==> src/hw/rtl/rwt_pkg.sv <==
// ----------------------------------------------------------------------------
// rwt_pkg
// Shared types, constants and key builder for the ranking-with-ties block.
// ----------------------------------------------------------------------------
package rwt_pkg;

    localparam int SCORE_W         = 7;
    localparam int SUM_W           = 10;
    localparam int KEY_W           = 45;
    localparam int ID_W            = 20;
    localparam int TOP_W           = 11;
    localparam int KIND_W          = 2;
    localparam int MAX_RECORDS_DEF = 1024;

    // Input word kinds
    localparam logic [KIND_W-1:0] KIND_LOAD  = 2'd0;
    localparam logic [KIND_W-1:0] KIND_FETCH = 2'd1;
    localparam logic [KIND_W-1:0] KIND_CLEAR = 2'd2;

    // Register index of top_count on the config port
    localparam logic REG_TOP_COUNT = 1'b0;

    typedef struct packed {
        logic [KIND_W-1:0]  kind;
        logic [ID_W-1:0]    record_id;
        logic [SCORE_W-1:0] score_one;
        logic [SCORE_W-1:0] score_two;
        logic [SCORE_W-1:0] score_three;
        logic [SCORE_W-1:0] score_four;
        logic [SCORE_W-1:0] score_five;
    } t_in_word;

    typedef struct packed {
        logic [ID_W-1:0] winner_id;
        logic            no_more;
        logic            final_flag;
        logic            overflow;
    } t_out_word;

    // One stored entry
    typedef struct packed {
        logic [KEY_W-1:0] key;
        logic [ID_W-1:0]  id;
    } t_rec;

    // Compare unit status
    typedef struct packed {
        logic key_eq;   // keys equal
        logic a_first;  // a ranks ahead of (or ties and stays ahead of) b
    } t_cmp_res;

    // Sum on top, then scores three, two, four, one, five
    function automatic logic [KEY_W-1:0] make_key(input t_in_word w);
        logic [SUM_W-1:0] sum;
        sum = SUM_W'(w.score_one) + SUM_W'(w.score_two) + SUM_W'(w.score_three)
            + SUM_W'(w.score_four) + SUM_W'(w.score_five);
        return {sum, w.score_three, w.score_two, w.score_four, w.score_one,
                w.score_five};
    endfunction

endpackage

==> src/hw/rtl/rwt_cmp.sv <==
// ----------------------------------------------------------------------------
// rwt_cmp
// Shared rank compare: key descending, id ascending on equal keys.
// ----------------------------------------------------------------------------
module rwt_cmp (
    input  rwt_pkg::t_rec     i_a,
    input  rwt_pkg::t_rec     i_b,
    output rwt_pkg::t_cmp_res o_res
);
    import rwt_pkg::*;

    logic key_gt;
    logic key_eq;

    assign key_gt = i_a.key > i_b.key;
    assign key_eq = i_a.key == i_b.key;

    always_comb begin
        o_res.key_eq  = key_eq;
        o_res.a_first = key_gt || (key_eq && (i_a.id <= i_b.id));
    end

endmodule

==> config.mk <==
export PLATFORM = sky130hd
export DESIGN_NAME = rwt_cmp
export DESIGN_NICKNAME = d
export VERILOG_FILES = /design/src/hw/rtl/rwt_pkg.sv /design/src/hw/rtl/rwt_cmp.sv
export SDC_FILE = /design/constraint.sdc
export NUM_CORES = 1
export LEC_CHECK = 0
export ABC_AREA = 1
export BUFFER_PORTS_ARGS = -buffer_cell sky130_fd_sc_hd__buf_4
export CORE_UTILIZATION = 45
export DETAILED_ROUTE_END_ITERATION = 12
export GPL_TIMING_DRIVEN = 0
export MAX_ROUTING_LAYER = met4
export PLACE_DENSITY_LB_ADDON = 0.1
export SLEW_MARGIN = 20
export SYNTH_ARGS = -nofsm -noshare
export SYNTH_HDL_FRONTEND = slang
export SYNTH_SLANG_ARGS = --single-unit
==> constraint.sdc <==
create_clock -name vclk -period 2
set_input_delay 0.3 -clock vclk [all_inputs]
set_output_delay 0.3 -clock vclk [all_outputs]
set_load 0.005 [all_outputs]
Yosys cells after proc, flatten, opt, wreduce, memory -nomap -nowiden
Index checks and enable logic that the tools add are counted.

word-level totals
  bits in registers = 0
  output and inout bits = 2
  word-level logic and storage cells = 5

cells by class
  order comparisons = 2
  equality and inequality tests = 1
  reduce and logical (&&, ||, !) cells = 2

operator list
  operator                         number
  45-bit equality test             1
  45-bit > comparator              1
  20-bit less-or-equal comparator  1
  1-bit logical AND                1
  1-bit logical OR                 1

Logic depth before layout (Yosys ltp)
  depth after elaboration = 3
  depth in mapped cells = 14
  mapped depth without buffers = 14

Worst setup path after synthesis
OpenSTA, ideal clock, no wires.

  path kind = in2out
  start = input i_b[64] (netlist bit)
  end = output o_res[0] (netlist bit)
  arrival time = 1332 ps
  setup slack = 368 ps
  cell stages on the path = 12
  cells stage by stage = inv_1 -> ha_1 -> nand2_2 -> nor2_4 -> nand2_2 -> nor2_2 -> nand2_1 -> nor2_2 -> nand2_1 -> nand3_1 -> nand2_1 -> nand2_1

RTL lines
  what                line          RTL
  start: declaration  rwt_cmp.sv:7  input rwt_pkg::t_rec i_b,
  end: declaration    rwt_cmp.sv:8  output rwt_pkg::t_cmp_res o_res

==> summary.md <==
| Metric | Value |
|---|---|
| Cell type of the slowest stage on the worst timing path | `ha_4` |
| Number of nets in the layout | `between 600 and 700` |
| Least-Margin Pin Slew | `between 0.2 and 0.3 ns` |
| Wire length of the first global-routing pass | `about 8900 um` |
| Uppermost layer routed | `met4` |
| P&R area growth vs syn | `62.2%` |
| Synth Instances | `about 360` |
| Number of antenna cells inserted | `0` |
| Bufs and invs on worst path | `3` |
| Setup-failing EPs final | `0` |
| Number of routed nets with antenna violations | `0` |
| Arrival time of the worst setup path | `1.62 ns` |
| Mean area per synthesized cell | `around 5.7 um^2` |
| Antenna violations before repair | `0` |
| Library cell with the highest instance count after synthesis | `nand2_1` |
| Starting density of the core | `0.469` |
| Required time at the endpoint of the critical path | `between 1.5 and 2 ns` |
| Share of the cycle needed by the critical path after routing | `0.962` |
| Aggregate global-route resource usage | `0.217` |
| Critical Setup Path Class | `in2out` |
| Class of the tightest hold or removal check | `in2out` |
| Power share of the sequential group | `0` |
| Final routed wire length divided by cell count | `around 10 um` |
| Placed Cells | `540` |
| Global route overflow | `0` |
| Routed wire length | `5500 um` |
| Crit-path max FO | `3` |
| Syn Std Cell Area | `0.00204 mm^2` |
| Routed metal-1 wirelength | `2290 um` |
| Horizontal die dimension | `69.3 um` |
| Largest area contributor in the synthesized netlist | `ha_1` |
| Starting DRT DRC Count | `60` |
| Max-cap viol count | `0` |
| Worst hold-check slack | `1.14 ns` |
| Reg area | `0 um^2` |
| Critical path endpoint category | `output pin` |
| Pin count of the biggest net entering global routing | `6` |
| FFs & Latches | `0` |
| Total iterations of the first detailed-routing run | `4` |
| Via count of the first global-routing pass | `around 2300` |
| Worst hold start | `i_b[0]` |
| Via total after detailed routing | `about 2600` |
| Max Fclk | `~520 MHz` |
| Filler-free cell count of the finished design | `541` |
| Internal power | `approximately 0.00036 W` |
| Maximum resistive drop on vdd | `about 0.13 mV` |
| Mean number of vias per cell | `~4.8` |
| Top cells by area, synth | `ha_1, nand2_1, inv_1, a21oi_1, nor2_1` |
| Maximum single-stage delay on the critical path | `between 0.2 and 0.3 ns` |
| Number of core rows | `24` |
| Area of the die | `slightly below 0.005 mm^2` |
| Number of pins exceeding their max-slew limit in the final report | `0` |
| Die extent in y | `just under 70 um` |
| Cell variety after synth | `20` |
| Number of I/O pins | `roughly 130` |
| Switching component of the power | `slightly below 0.0003 W` |
| Status | `finished clean` |
| Fraction of power consumed by the clock network | `0` |
| Register area share after synthesis | `0` |
| Top cells by instance count after synthesis | `nand2_1, inv_1, ha_1` |
| Switching power share of the total | `0.453` |
| Worst slew margin | `0.819` |
| Worst min-delay path endpoint | `o_res[0]` |
| Power Density | `around 200 mW/mm^2` |
| CP Launch Point | `i_a[38]` |
| Number of I/O port buffers | `132` |
| Ordered list of cells on the worst path | `buf_4 -> ha_4 -> nand2_2 -> nor2_2 -> nand4_1 -> nor3_1 -> nand2_1 -> nor2_2 -> inv_1 -> nand2_1 -> nand2_1 -> buf_6` |
| Drt drc | `0` |
| Portion of synthesized cell area occupied by the leading cell type | `0.399` |
| Wire length on met3 | `348 um` |
| Gate family responsible for the most delay along the worst path | `simple AND/OR/NAND/NOR gates` |
| Crit path launch type | `input port` |
| Dominant cell type by count on the critical path | `nand2_1` |
| Layout clock buffer count | `0` |
| Core footprint | `between 0.004 and 0.005 mm^2` |
| Count of endpoints failing hold in the final timing report | `0` |
| Comb power frac | `1.000` |
| Final Critical Period | `between 1.5 and 2 ns` |
| Leakage component of the power | `~2.0 nW` |
| Post-synthesis net count | `roughly 550` |
| Hold Path Depth | `7` |
| Synthesis Warnings | `0` |
| Sum of met2 wire segment lengths after detailed routing | `2860 um` |
| Proportion of layout cells with a drive suffix above 1 | `0.366` |
| Number of buffers added to fix hold violations after cts | `0` |
| Dpl hpwl | `between 4000 and 5000 um` |
| Routability-driven placement congestion ratio | `0.833` |
==> cells in the final DEF, fill, tap and decap left out <==
cell type | netlist | routed
nor2_1 | 28 | 21
nor3_1 | 6 | 3
o21a_2 | 1 | 1
ha_1 | 65 | 53
inv_2 | 4 | 8
clkinv_1 | 1 | 1
nand2_1 | 99 | 95
buf_4 | 1 | 132
nand4_1 | 12 | 12
buf_6 | 0 | 2
nand3_1 | 7 | 7
o21a_1 | 1 | 1
ha_4 | 0 | 12
nor2_4 | 1 | 2
nor3_2 | 0 | 3
o21ai_0 | 3 | 3
nand2_2 | 6 | 10
nor4_1 | 1 | 1
nor2_2 | 3 | 9
inv_1 | 90 | 86
a21o_1 | 2 | 2
and3_1 | 1 | 1
a21oi_1 | 24 | 24
==> area by class of cell <==
type / instances / area [um^2]
repair buffers: 133 / 1010
well taps: 52 / 65.1
fillers: 378 / 1040
multi-input cells: 260 / 1870
plain buffers: 1 / 7.51
inverters: 95 / 357
==> timing repair <==
action | CTS | global route
gates resized for setup | 0 | 34
endpoints found under the setup margin | 0 | 1
buffers inserted | 0 | 1
==> logic make-up (layout without fill, tap and decap cells) <==
family,count (synthesis),count (layout),share of synthesized area
AND/OR/NAND/NOR,164,164,0.342
AO/OA/AOI/OAI,31,31,0.0815
adder cells (fa/ha/maj),65,65,0.399
buffers and inverters,96,229,0.178
==> worst min-delay path, cell delays in order <==
cell,delay (ns)
buf_4,0.08
ha_1,0.10
nand3_1,0.07
nand2_1,0.08
nand2_1,0.05
nand2_1,0.06
buf_6,0.09
==> metrics by stage <==
step | instance area (um^2) | total power (W) | TNS, ns | worst slack [ns] | util
global placement | 3100 | 0.000581 | 0 | 0.0595 | 0.711
floorplan | 2040 | 0.000321 | 0 | 0.368 | -
detailed placement | 3100 | 0.000595 | 0 | 0.0546 | 0.711
global route | 3310 | 0.000743 | -0.0122 | -0.0122 | 0.760
CTS | 3100 | 0.000598 | 0 | 0.0548 | 0.711
finish | 3310 | 0.000656 | 0 | 0.0756 | 0.760
==> per-layer routing <==
layer	global-route usage	vias to the layer above
met5	-	-
met4	0.00454	0
met3	0.0131	2
met2	0.405	92
met1	0.269	1113
li1	-	1380
==> worst max path at each step <==
| stage | endpoint | cells past startpoint |
|---|---|---|
| after floorplan | o_res[0] | 12 |
| after global placement | o_res[0] | 12 |
| after detailed placement | o_res[0] | 13 |
| after CTS | o_res[0] | 13 |
| after global routing | o_res[0] | 13 |
| final | o_res[0] | 12 |
==> power by group through the flow <==
stage                     Sequential [W]  Combinational (W)  Clock (W)
after CTS                              0           0.000598          0
after floorplan                        0           0.000321          0
after global routing                   0           0.000743          0
after detailed placement               0           0.000595          0
after global placement                 0           0.000581          0
final                                  0           0.000656          0
Power figures use the tool's default switching activity.
