==> src/hw/rtl/rwt_pkg.sv <==
// ----------------------------------------------------------------------------
// rwt_pkg
// Shared types, constants and key builder for the ranking-with-ties block.
// ----------------------------------------------------------------------------
package rwt_pkg;

    localparam int SCORE_W         = 7;
    localparam int SUM_W           = 10;
    localparam int KEY_W           = 45;
    localparam int ID_W            = 20;
    localparam int TOP_W           = 11;
    localparam int KIND_W          = 2;
    localparam int MAX_RECORDS_DEF = 1024;

    // Input word kinds
    localparam logic [KIND_W-1:0] KIND_LOAD  = 2'd0;
    localparam logic [KIND_W-1:0] KIND_FETCH = 2'd1;
    localparam logic [KIND_W-1:0] KIND_CLEAR = 2'd2;

    // Register index of top_count on the config port
    localparam logic REG_TOP_COUNT = 1'b0;

    typedef struct packed {
        logic [KIND_W-1:0]  kind;
        logic [ID_W-1:0]    record_id;
        logic [SCORE_W-1:0] score_one;
        logic [SCORE_W-1:0] score_two;
        logic [SCORE_W-1:0] score_three;
        logic [SCORE_W-1:0] score_four;
        logic [SCORE_W-1:0] score_five;
    } t_in_word;

    typedef struct packed {
        logic [ID_W-1:0] winner_id;
        logic            no_more;
        logic            final_flag;
        logic            overflow;
    } t_out_word;

    // One stored entry
    typedef struct packed {
        logic [KEY_W-1:0] key;
        logic [ID_W-1:0]  id;
    } t_rec;

    // Compare unit status
    typedef struct packed {
        logic key_eq;   // keys equal
        logic a_first;  // a ranks ahead of (or ties and stays ahead of) b
    } t_cmp_res;

    // Sum on top, then scores three, two, four, one, five
    function automatic logic [KEY_W-1:0] make_key(input t_in_word w);
        logic [SUM_W-1:0] sum;
        sum = SUM_W'(w.score_one) + SUM_W'(w.score_two) + SUM_W'(w.score_three)
            + SUM_W'(w.score_four) + SUM_W'(w.score_five);
        return {sum, w.score_three, w.score_two, w.score_four, w.score_one,
                w.score_five};
    endfunction

endpackage

==> src/hw/rtl/rwt_ctrl.sv <==
// ----------------------------------------------------------------------------
// rwt_ctrl
// Sequencer: insertion shift for loads, three-read tie check for fetches.
// ----------------------------------------------------------------------------
module rwt_ctrl #(
    parameter int MAX_RECORDS = rwt_pkg::MAX_RECORDS_DEF,
    parameter int AW          = $clog2(MAX_RECORDS),
    parameter int CW          = $clog2(MAX_RECORDS + 1)
) (
    input  logic                      i_clk,
    input  logic                      i_rst_n,
    input  logic                      i_in_valid,
    output logic                      o_in_ready,
    input  rwt_pkg::t_in_word         i_in_data,
    output logic                      o_out_valid,
    input  logic                      i_out_ready,
    output rwt_pkg::t_out_word        o_out_data,
    input  logic [rwt_pkg::TOP_W-1:0] i_top_count,
    output logic                      o_we,
    output logic [AW-1:0]             o_waddr,
    output rwt_pkg::t_rec             o_wdata,
    output logic [AW-1:0]             o_raddr,
    input  rwt_pkg::t_rec             i_rdata,
    output rwt_pkg::t_rec             o_cmp_a,
    output rwt_pkg::t_rec             o_cmp_b,
    input  rwt_pkg::t_cmp_res         i_cmp
);
    import rwt_pkg::*;

    localparam int WW = ((CW > TOP_W) ? CW : TOP_W) + 1;

    localparam logic [2:0] ST_IDLE    = 3'd0;
    localparam logic [2:0] ST_INS_CMP = 3'd1;
    localparam logic [2:0] ST_INS_PUT = 3'd2;
    localparam logic [2:0] ST_FET_REF = 3'd3;
    localparam logic [2:0] ST_FET_CUR = 3'd4;
    localparam logic [2:0] ST_FET_NXT = 3'd5;
    localparam logic [2:0] ST_EMIT    = 3'd6;

    logic [2:0]      r_state,   n_state;
    logic [CW-1:0]   r_cnt,     n_cnt;
    logic [CW-1:0]   r_pos,     n_pos;
    logic            r_drop,    n_drop;
    logic [AW-1:0]   r_j,       n_j;
    t_rec            r_opnd,    n_opnd;
    logic            r_cur_eq,  n_cur_eq;
    logic [ID_W-1:0] r_cur_id,  n_cur_id;
    t_out_word       r_res,     n_res;
    logic            r_out_valid, n_out_valid;
    t_out_word       r_out,     n_out;

    logic          accept;
    logic          full;
    logic [WW-1:0] cnt_w, pos_w, pos1_w, top_w;
    logic          in_list;
    logic          is_last;

    assign accept = i_in_valid && (r_state == ST_IDLE);
    assign full   = r_cnt == CW'(MAX_RECORDS);
    assign cnt_w  = WW'(r_cnt);
    assign pos_w  = WW'(r_pos);
    assign pos1_w = pos_w + WW'(1);
    assign top_w  = WW'(i_top_count);

    // Tie extension: past rank top_count an entry stays listed while its key
    // matches the key at rank top_count.
    assign in_list = (i_top_count != '0) && (pos_w < cnt_w) && ((pos_w < top_w) || r_cur_eq);
    assign is_last = in_list && ((pos1_w == cnt_w) || ((pos1_w >= top_w) && !i_cmp.key_eq));

    assign o_cmp_a = i_rdata;
    assign o_cmp_b = r_opnd;

    always_comb begin
        case (r_state)
            ST_IDLE: begin
                if (i_in_data.kind == KIND_FETCH) begin
                    o_raddr = AW'(i_top_count - TOP_W'(1));
                end else begin
                    o_raddr = AW'(r_cnt - CW'(1));
                end
            end
            ST_INS_CMP: o_raddr = r_j - AW'(2);
            ST_FET_REF: o_raddr = AW'(r_pos);
            ST_FET_CUR: o_raddr = AW'(r_pos + CW'(1));
            default:    o_raddr = '0;
        endcase
    end

    always_comb begin
        n_state     = r_state;
        n_cnt       = r_cnt;
        n_pos       = r_pos;
        n_drop      = r_drop;
        n_j         = r_j;
        n_opnd      = r_opnd;
        n_cur_eq    = r_cur_eq;
        n_cur_id    = r_cur_id;
        n_res       = r_res;
        n_out_valid = r_out_valid && !i_out_ready;
        n_out       = r_out;
        o_we        = 1'b0;
        o_waddr     = r_j;
        o_wdata     = r_opnd;

        case (r_state)
            ST_IDLE: begin
                if (accept) begin
                    case (i_in_data.kind)
                        KIND_LOAD: begin
                            if (full) begin
                                n_drop  = 1'b1;
                                n_res   = '{winner_id: '0, no_more: 1'b0,
                                            final_flag: 1'b0, overflow: 1'b1};
                                n_state = ST_EMIT;
                            end else begin
                                n_opnd = '{key: make_key(i_in_data), id: i_in_data.record_id};
                                n_pos  = '0;
                                if (r_cnt == '0) begin
                                    o_we    = 1'b1;
                                    o_waddr = '0;
                                    o_wdata = '{key: make_key(i_in_data),
                                                id: i_in_data.record_id};
                                    n_cnt   = CW'(1);
                                end else begin
                                    n_j     = AW'(r_cnt);
                                    n_state = ST_INS_CMP;
                                end
                            end
                        end
                        KIND_FETCH: n_state = ST_FET_REF;
                        KIND_CLEAR: begin
                            n_cnt  = '0;
                            n_pos  = '0;
                            n_drop = 1'b0;
                        end
                        default: ;
                    endcase
                end
            end
            ST_INS_CMP: begin
                // read data holds entry r_j-1
                o_we = 1'b1;
                if (i_cmp.a_first) begin
                    o_wdata = r_opnd;
                    n_cnt   = r_cnt + CW'(1);
                    n_state = ST_IDLE;
                end else begin
                    o_wdata = i_rdata;
                    n_j     = r_j - AW'(1);
                    if (r_j == AW'(1)) begin
                        n_state = ST_INS_PUT;
                    end
                end
            end
            ST_INS_PUT: begin
                o_we    = 1'b1;
                n_cnt   = r_cnt + CW'(1);
                n_state = ST_IDLE;
            end
            ST_FET_REF: begin
                n_opnd  = i_rdata;
                n_state = ST_FET_CUR;
            end
            ST_FET_CUR: begin
                n_cur_eq = i_cmp.key_eq;
                n_cur_id = i_rdata.id;
                n_state  = ST_FET_NXT;
            end
            ST_FET_NXT: begin
                if (in_list) begin
                    n_res = '{winner_id: r_cur_id, no_more: 1'b0,
                              final_flag: is_last, overflow: r_drop};
                    n_pos = r_pos + CW'(1);
                end else begin
                    n_res = '{winner_id: '0, no_more: 1'b1,
                              final_flag: 1'b0, overflow: r_drop};
                end
                n_state = ST_EMIT;
            end
            ST_EMIT: begin
                if (!r_out_valid || i_out_ready) begin
                    n_out       = r_res;
                    n_out_valid = 1'b1;
                    n_state     = ST_IDLE;
                end
            end
            default: n_state = ST_IDLE;
        endcase
    end

    always_ff @(posedge i_clk) begin
        if (!i_rst_n) begin
            r_state     <= ST_IDLE;
            r_cnt       <= '0;
            r_pos       <= '0;
            r_drop      <= 1'b0;
            r_out_valid <= 1'b0;
        end else begin
            r_state     <= n_state;
            r_cnt       <= n_cnt;
            r_pos       <= n_pos;
            r_drop      <= n_drop;
            r_out_valid <= n_out_valid;
        end
    end

    always_ff @(posedge i_clk) begin
        r_j      <= n_j;
        r_opnd   <= n_opnd;
        r_cur_eq <= n_cur_eq;
        r_cur_id <= n_cur_id;
        r_res    <= n_res;
        r_out    <= n_out;
    end

    assign o_in_ready  = r_state == ST_IDLE;
    assign o_out_valid = r_out_valid;
    assign o_out_data  = r_out;

endmodule

==> config.mk <==
export PLATFORM = sky130hd
export DESIGN_NAME = rwt_ctrl
export DESIGN_NICKNAME = d
export VERILOG_FILES = /design/src/hw/rtl/rwt_pkg.sv /design/src/hw/rtl/rwt_ctrl.sv
export SDC_FILE = /design/constraint.sdc
export NUM_CORES = 1
export LEC_CHECK = 0
export ABC_AREA = 1
export ABC_CLOCK_PERIOD_IN_PS = 8500
export CORE_ASPECT_RATIO = 0.75
export CORE_MARGIN = 2
export CORE_UTILIZATION = 35
export DETAILED_ROUTE_END_ITERATION = 10
export DONT_BUFFER_PORTS = 1
export GPL_ROUTABILITY_DRIVEN = 0
export PLACE_DENSITY = 0.52
export REMOVE_ABC_BUFFERS = 1
export SLEW_MARGIN = 20
export SYNTH_ARGS = -nofsm -noshare
export SYNTH_HDL_FRONTEND = slang
export SYNTH_SLANG_ARGS = --single-unit
==> constraint.sdc <==
create_clock -name i_clk -period 8.5 [get_ports i_clk]
set_input_delay 1.7 -clock i_clk [delete_from_list [all_inputs] [get_ports i_clk]]
set_output_delay 1.7 -clock i_clk [all_outputs]
set_load 0.03 [all_outputs]
# Yosys cells after proc, flatten, opt, wreduce, memory -nomap -nowiden
# Cells that the tools add are included.
[op_classes]
n_eq_ne = 27
magnitude_cmp = 3
mux = 56
n_addsub = 11
reduce_logical = 30
[ops]
columns = ["operator", "count"]
rows = [
  ["two-way mux 65 bit", 8],
  ["case mux 65 bit (2 select lines)", 2],
  ["two-way mux 10 bit", 11],
  ["two-way mux 23 bit", 4],
  ["two-way mux 11 bit", 7],
  ["case mux 11 bit (2 select lines)", 3],
  ["case mux 23 bit (2 select lines)", 1],
  ["case mux 10 bit (4 select lines)", 1],
  ["case mux 11 bit (3 select lines)", 1],
  ["subtractor 10 x 1 -> 10 bit (second input constant)", 3],
  ["adder 11 x 1 -> 11 bit (second input constant)", 2],
  ["less-than comparator 11 bit", 2],
  ["case mux 10 bit (2 select lines)", 1],
  ["two-way mux 3 bit", 6],
  ["case mux 3 bit (6 select lines)", 1],
  ["inequality test 2 bit (second input constant)", 7],
  ["adder 11 x 1 -> 12 bit (second input constant)", 1],
  ["== test 12 x 11 -> 1 bit", 1],
  [">= comparator 12 x 11 -> 1 bit", 1],
  ["AND reduction 4 bit", 3],
  ["AND reduction 6 bit", 2],
  ["== test 11 bit (second input constant)", 1],
  ["logical NOT 11 bit", 1],
  ["nonzero test 11 bit", 1],
  ["other kinds (28)", 56],
]
[totals]
reg_bits = 169

# Depth between registers and ports, before layout
# Gate-level depths: netlist of the first run.
[depth]
ltp_word = 9
mapped_depth = 18
depth_no_buf = 18

# Least setup slack after synthesis of the first run
# No wires, ideal clock.
[synth_timing]
kind = "input -> output"
startpoint = "input port i_in_data[6] (netlist name)"
endpoint = "output port o_wdata[62] (netlist name)"
t_arrival_ps = 4737
n_path_buf = 0
slack_ps = 2063
stages = 15
path_cell_list = "inv_1 -> fa_1 -> inv_1 -> fa_1 -> inv_1 -> fa_1 -> inv_1 -> ha_1 -> nand2_1 -> or2_2 -> nand3_1 -> xor2_1 -> nand2_1 -> o211ai_1 -> nand3_1"
[synth_lines]
columns = ["element", "line", "rtl"]
rows = [
  ["start, declared", "rwt_ctrl.sv:14", "input rwt_pkg::t_in_word i_in_data,"],
  ["end, declared", "rwt_ctrl.sv:21", "output rwt_pkg::t_rec o_wdata,"],
]

==> metrics.cfg, run 1 <==
[outcome]
status = finished, final reports clean

[yosys]
synth_flop_cell = edfxtp_1
synth.avg_cell_area_sq_um = 7.90
synth.area.top_cells = edfxtp_1 37%, nand2_1 16%, ha_1 5.6%, inv_1 5.6%, dfxtp_1 4.7%
synthDominantCellAreaShare_pct = 37.4
syn_inst = 1441
yosysWarnings = 0
synth_area_sq_um = 11400
synthTopCellsByCount = 478 x nand2_1, 170 x inv_1, 142 x edfxtp_1, 100 x nor2_1, 71 x o21ai_0
async_flop_share_pct = 0
synth.distinct_cells = 38
synth_most_common_cell = nand2_1
ys_seq_area_share_pct = 42.2
synth_top_cell_by_area = edfxtp_1
synth_edf_count = 142
synth_seq_cells = 169

[clock_tree]
hold_buffers = 0
clockBufferDepth = 2
cts_buffers = 17
clock_latency_ps = 430
htreeDepth = 4
cts_sinks = 169
cts_root_buf = clkbuf_16
clk_pin_slew_ps = 80
cts_resized = 0
post_cts_buffers = 0
cts_tree = built

[timing]
timing.final.crit_share_pct = 78.4
slew_violations = 0
rsz0062_at_grt = false
max_slew_margin_pct = 28.7
tightest_slew_ps = 1070
final.setup.tns_ps = 0
skew_ps = 12.3
period_needed_ps = 6660
hold_viol = 0
setup_viol = 0
timing.fmax_mhz = 150

[floorplanning]
rows = 57
dieWidth_um = 212
fp.dieH_um = 160
dieArea_sq_um = 34000
io_pins = 380
initial_core_util_pct = 35.3
coreArea_sq_um = 32200

[run]
cap_violations = 0

[route]
vias = 9426
first_pass_iters = 5
drtAntennaViolNets = 0
drt_iter0_markers = 890
finalWirelength_um = 36000
drc_errors = 0
wl_per_cell_um = 19.9
post_drt_via_cell_ratio = 5.20

[grt]
track_usage_pct = 20.8
first_global_vias = 8727
grt_remaining_overflow = 0
grt_max_degree = 97
antenna_found_initial = 0
grt_pass1_wl_um = 53000

[finish]
diodes = 0
nets = 1566
area_delta_synth_final_pct = 5.09
drive_gt1_share_pct = 4.46

[worst_setup_path]
path_max_fanout = 3
critPathLaunch = i_in_data[1]
critical_path_class = in -> out
reg2reg_depth = 8
cp.required_ps = 6800
critPathCaptureType = output port
cp-start-kind = input pin
timing.rr.start = r_state[0]
crit_end = o_wdata[60]
crit_arrival_ps = 4960
r2r_end = o_cmp_b[8]
r2r_setup_slack_ps = 5040

[power_and_ir_drop]
leakage_nw = 5.15
power_mw = 2.57
ir_drop_mv = 0.106
p_per_area_nw_per_um2 = 215

[place]
port_buffers = 0
dp_hpwl_um = 26900

[min_path]
hold_path_class = reg -> reg

## final cells by class
cell class / count / area, sq um
clock buffer: 17 / 425
clock inverter: 15 / 173
fill: 3315 / 20300
inverter: 176 / 662
multi-input combinational: 981 / 5260
sequential: 169 / 4800
tap: 442 / 553
timing repair buffer: 11 / 90.1
## where the power goes
part	total [mW]	switching (mW)	internal, mW
clock	0.795	0.397	0.399
combinational	0.747	0.569	0.178
sequential	1.03	0.0753	0.953
total	2.57	1.04	1.53
## critical path, stage by stage
cell and delay [ps]:
inv_1 40, fa_1 500, fa_1 530, inv_1 60
fa_1 450, ha_1 260, fa_1 430, nand3_1 90
nand2_1 60, xor2_1 170, o211ai_1 670
## state kept, by name (all words and copies together), names as in the netlist
name / count
o_cmp_b: 65
o_out_data: 23
r_res: 23
r_cur_id: 20
r_cnt: 11
r_pos: 11
r_j: 10
r_state: 3
o_out_valid: 1
r_cur_eq: 1
r_drop: 1
## per-stage QoR
stage / std cells / hold slack, ps / utilization (%) / setup slack (ps) / cell area, sq um
global route: 1811 / 424 / 37.1 / 1550 / 12000
CTS: 1810 / 418 / 37.1 / 1790 / 12000
detailed placement: 1778 / 405 / 35.2 / 1790 / 11400
floorplan: 1326 / 400 / - / 1840 / 10700
global placement: 1778 / 401 / 35.2 / 1780 / 11400
finish: 1811 / 417 / 37.1 / 1840 / 12000
## worst min-delay path by stage
stage | endpoint | cells after the start | start | slack [ps]
2_1_floorplan | o_out_data[0] | 0 | r_res[0] | 400
5_1_grt | o_out_data[21] | 0 | r_res[21] | 420
6_report | o_out_data[6] | 0 | r_res[6] | 420
3_5_place_dp | o_out_data[18] | 0 | r_res[18] | 400
3_3_place_gp | o_out_data[12] | 0 | r_res[12] | 400
4_1_cts | o_out_data[9] | 0 | r_res[9] | 420
## cells by family after synthesis
logic type,Yosys count,share of synthesized area (%)
fa+ha+maj,71,9.12
flops,169,42.2
simple gates,680,24.0
buf+inv,291,12.0
compound gates,211,11.2
xor+xnor,19,1.46
## per-layer routing
metal,global-route usage [%],routed length [um],vias to the layer above
li1,-,-,4511
met1,28.8,16000,4380
met2,31.7,15600,495
met3,6.19,3690,40
met4,5.59,720,0
met5,0,0,-
## cell usage in the layout, fill, tap and decap left out, types with 27 or more instances in the layout
| master | count |
|---|---|
| edfxtp_1 | 142 |
| a21oi_1 | 51 |
| nor2_1 | 97 |
| a22oi_1 | 62 |
| nand2_1 | 478 |
| inv_1 | 169 |
| ha_1 | 51 |
| nand3_1 | 63 |
| o21ai_0 | 71 |
| dfxtp_1 | 27 |
Power figures use the tool's default switching activity.
==> run 2, diff against run 1 <==
Settings changed: ABC_AREA 1 to 0, ABC_CLOCK_PERIOD_IN_PS 8500 to 6300.
Clock period 8.5 ns to 6.3 ns, I/O delays scaled along.
==> metrics.cfg, run 2 <==
[outcome]
status = finished, final reports clean

[route]
drc_errors = 0
finalWirelength_um = 36200
wl_per_cell_um = 21.9
drtAntennaViolNets = 0
post_drt_via_cell_ratio = 5.47
vias = 9047
first_pass_iters = 5
drt_iter0_markers = 780

[floorplanning]
dieWidth_um = 214
io_pins = 380
rows = 57
fp.dieH_um = 161
initial_core_util_pct = 35.6
coreArea_sq_um = 32400
dieArea_sq_um = 34500

[yosys]
synth.avg_cell_area_sq_um = 8.89
synth_flop_cell = edfxtp_1
async_flop_share_pct = 0
syn_inst = 1300
synth_most_common_cell = nand2_1
synth_top_cell_by_area = edfxtp_1
synthDominantCellAreaShare_pct = 36.9
synth_area_sq_um = 11600
synthTopCellsByCount = 302 x nand2_1, 142 x edfxtp_1, 81 x inv_1, 70 x nor2_1, 66 x buf_4
yosysWarnings = 0
synth_edf_count = 142
synth_seq_cells = 169
ys_seq_area_share_pct = 41.6
synth.distinct_cells = 66
synth.area.top_cells = edfxtp_1 37%, nand2_1 9.8%, ha_1 5.5%, dfxtp_1 4.7%, buf_4 4.3%

[worst_setup_path]
crit_path_cell_trace = inv_1, fa_1, fa_1, inv_1, fa_1, ha_1, fa_1, a21o_1, a21oi_1, o21bai_1, a21oi_1, xor2_1, o21ai_1, buf_4
critPathCaptureType = output port
timing.rr.start = r_cnt[5]
reg2reg_depth = 8
path_common_cell = fa_1
critPathMaxStageDelay_ps = 510
path_max_fanout = 3
cp.required_ps = 5040
critPathLaunch = i_in_data[1]
worst-path-buf-inv = 3
cpMaxStageDelayCell = fa_1
r2r_end = r_res[1]
crit_end = o_wdata[62]
cp_top_family = adder cells
crit_arrival_ps = 4810
critical_path_class = in -> out
r2r_setup_slack_ps = 2630
cp.depth = 14
cp-start-kind = input pin

[timing]
skew_ps = 16.5
setup_viol = 0
period_needed_ps = 6070
tightest_slew_ps = 1060
holdWs_ps = 415
max_slew_margin_pct = 28.8
rsz0062_at_grt = false
worst_slack_ps = 227
timing.fmax_mhz = 165
slew_violations = 0
hold_viol = 0
timing.final.crit_share_pct = 96.4

[clock_tree]
cts_sinks = 169
hold_buffers = 0
cts_tree = built
cts_resized = 0
clockBufferDepth = 2
cts_buffers = 17
htreeDepth = 4
post_cts_buffers = 0
clk_pin_slew_ps = 70
clock_latency_ps = 440
cts_root_buf = clkbuf_16

[power_and_ir_drop]
power_frac_clock_pct = 35.1
leakage_nw = 4.73
seqPwrFrac_pct = 42.9
ir_drop_mv = 0.173
p_per_area_nw_per_um2 = 258
switching_power_mw = 1.10
intPower_mw = 2.03
power_mw = 3.13
power_frac_comb_pct = 22.0
switching_share_pct = 35.1

[grt]
grt_pass1_wl_um = 53200
track_usage_pct = 20.6
grt_max_degree = 89
antenna_found_initial = 0
grt_remaining_overflow = 0
first_global_vias = 8517

[finish]
nets = 1408
layout_common_cells = 302 x nand2_1, 142 x edfxtp_1, 81 x inv_1, 67 x nor2_1, 65 x a22oi_1
final_cells = 1653
mostFrequentLayoutCell = nand2_1
largest_register_ffs = 65
drive_gt1_share_pct = 5.86
design_area_sq_um = 12100
area_delta_synth_final_pct = 4.98
diodes = 0

[min_path]
hold_path_class = reg -> reg

[place]
dp_hpwl_um = 26400
place_inst = 1621
post_dp_cell_area_sq_um = 11500
dp_slack_ps = 230
port_buffers = 0

[run]
cap_violations = 0

[run 2: changes by cell type in the layout (fill, tap and decap cells not counted), sizes merged, moves of 10 or more]
cell,delta
and2,+25
inv,-93
nand2,-176
nand2b,+13
nand3,-41
nor2,-32
nor2b,+13
o21ai,-14
or4,+10
xnor2,+36
[run 2: kinds of logic (layout without fill, tap and decap cells)]
kind of cell | after synthesis | in the layout | share of synthesized area (%)
mux | 6 | 6 | 0.541
fa+ha+maj | 71 | 71 | 8.99
simple gates | 529 | 529 | 21.0
flops | 169 | 169 | 41.6
xor+xnor | 53 | 53 | 4.14
buf+inv | 225 | 136 | 9.62
compound gates | 247 | 247 | 14.1
[run 2: layer usage]
layer,wire (um),GRT usage [%],part of all wire [%]
met5,0,0,0
met2,15800,30.4,44
met1,16600,29.9,46
met4,543,4.86,1.5
met3,3270,5.37,9.1
[run 2: final cells by class]
class                      instances  area, sq um
clock buffer                      17          425
clock inverter                    15          204
fill                            3284        20300
inverter                          84          315
multi-input combinational        906         5680
sequential                       169         4800
tap                              442          553
timing repair buffer              20          150
[run 2: power groups by stage]
stage               combinational [mW]  clock [mW]  sequential (mW)
floorplan                        0.545           0             1.36
global placement                 0.689           0             1.37
detailed placement               0.695           0             1.37
CTS                              0.695        1.14             1.34
global route                     0.769        1.19             1.35
finish                           0.690        1.10             1.34
[run 2: stage by stage]
step,utilization (%),TNS (ps)
after floorplan,-,-24470
after CTS,37.4,0
after global placement,35.4,0
after global routing,37.4,0
after detailed placement,35.4,0
final,37.4,0
[run 2: how the worst min path moves through the flow]
stage | slack (ps) | startpoint | depth (start not counted) | endpoint
2_1_floorplan | 400 | r_res[0] | 0 | o_out_data[0]
3_3_place_gp | 400 | r_res[3] | 0 | o_out_data[3]
3_5_place_dp | 400 | r_res[13] | 0 | o_out_data[13]
4_1_cts | 420 | r_res[12] | 0 | o_out_data[12]
5_1_grt | 420 | r_res[12] | 0 | o_out_data[12]
6_report | 410 | r_res[0] | 0 | o_out_data[0]
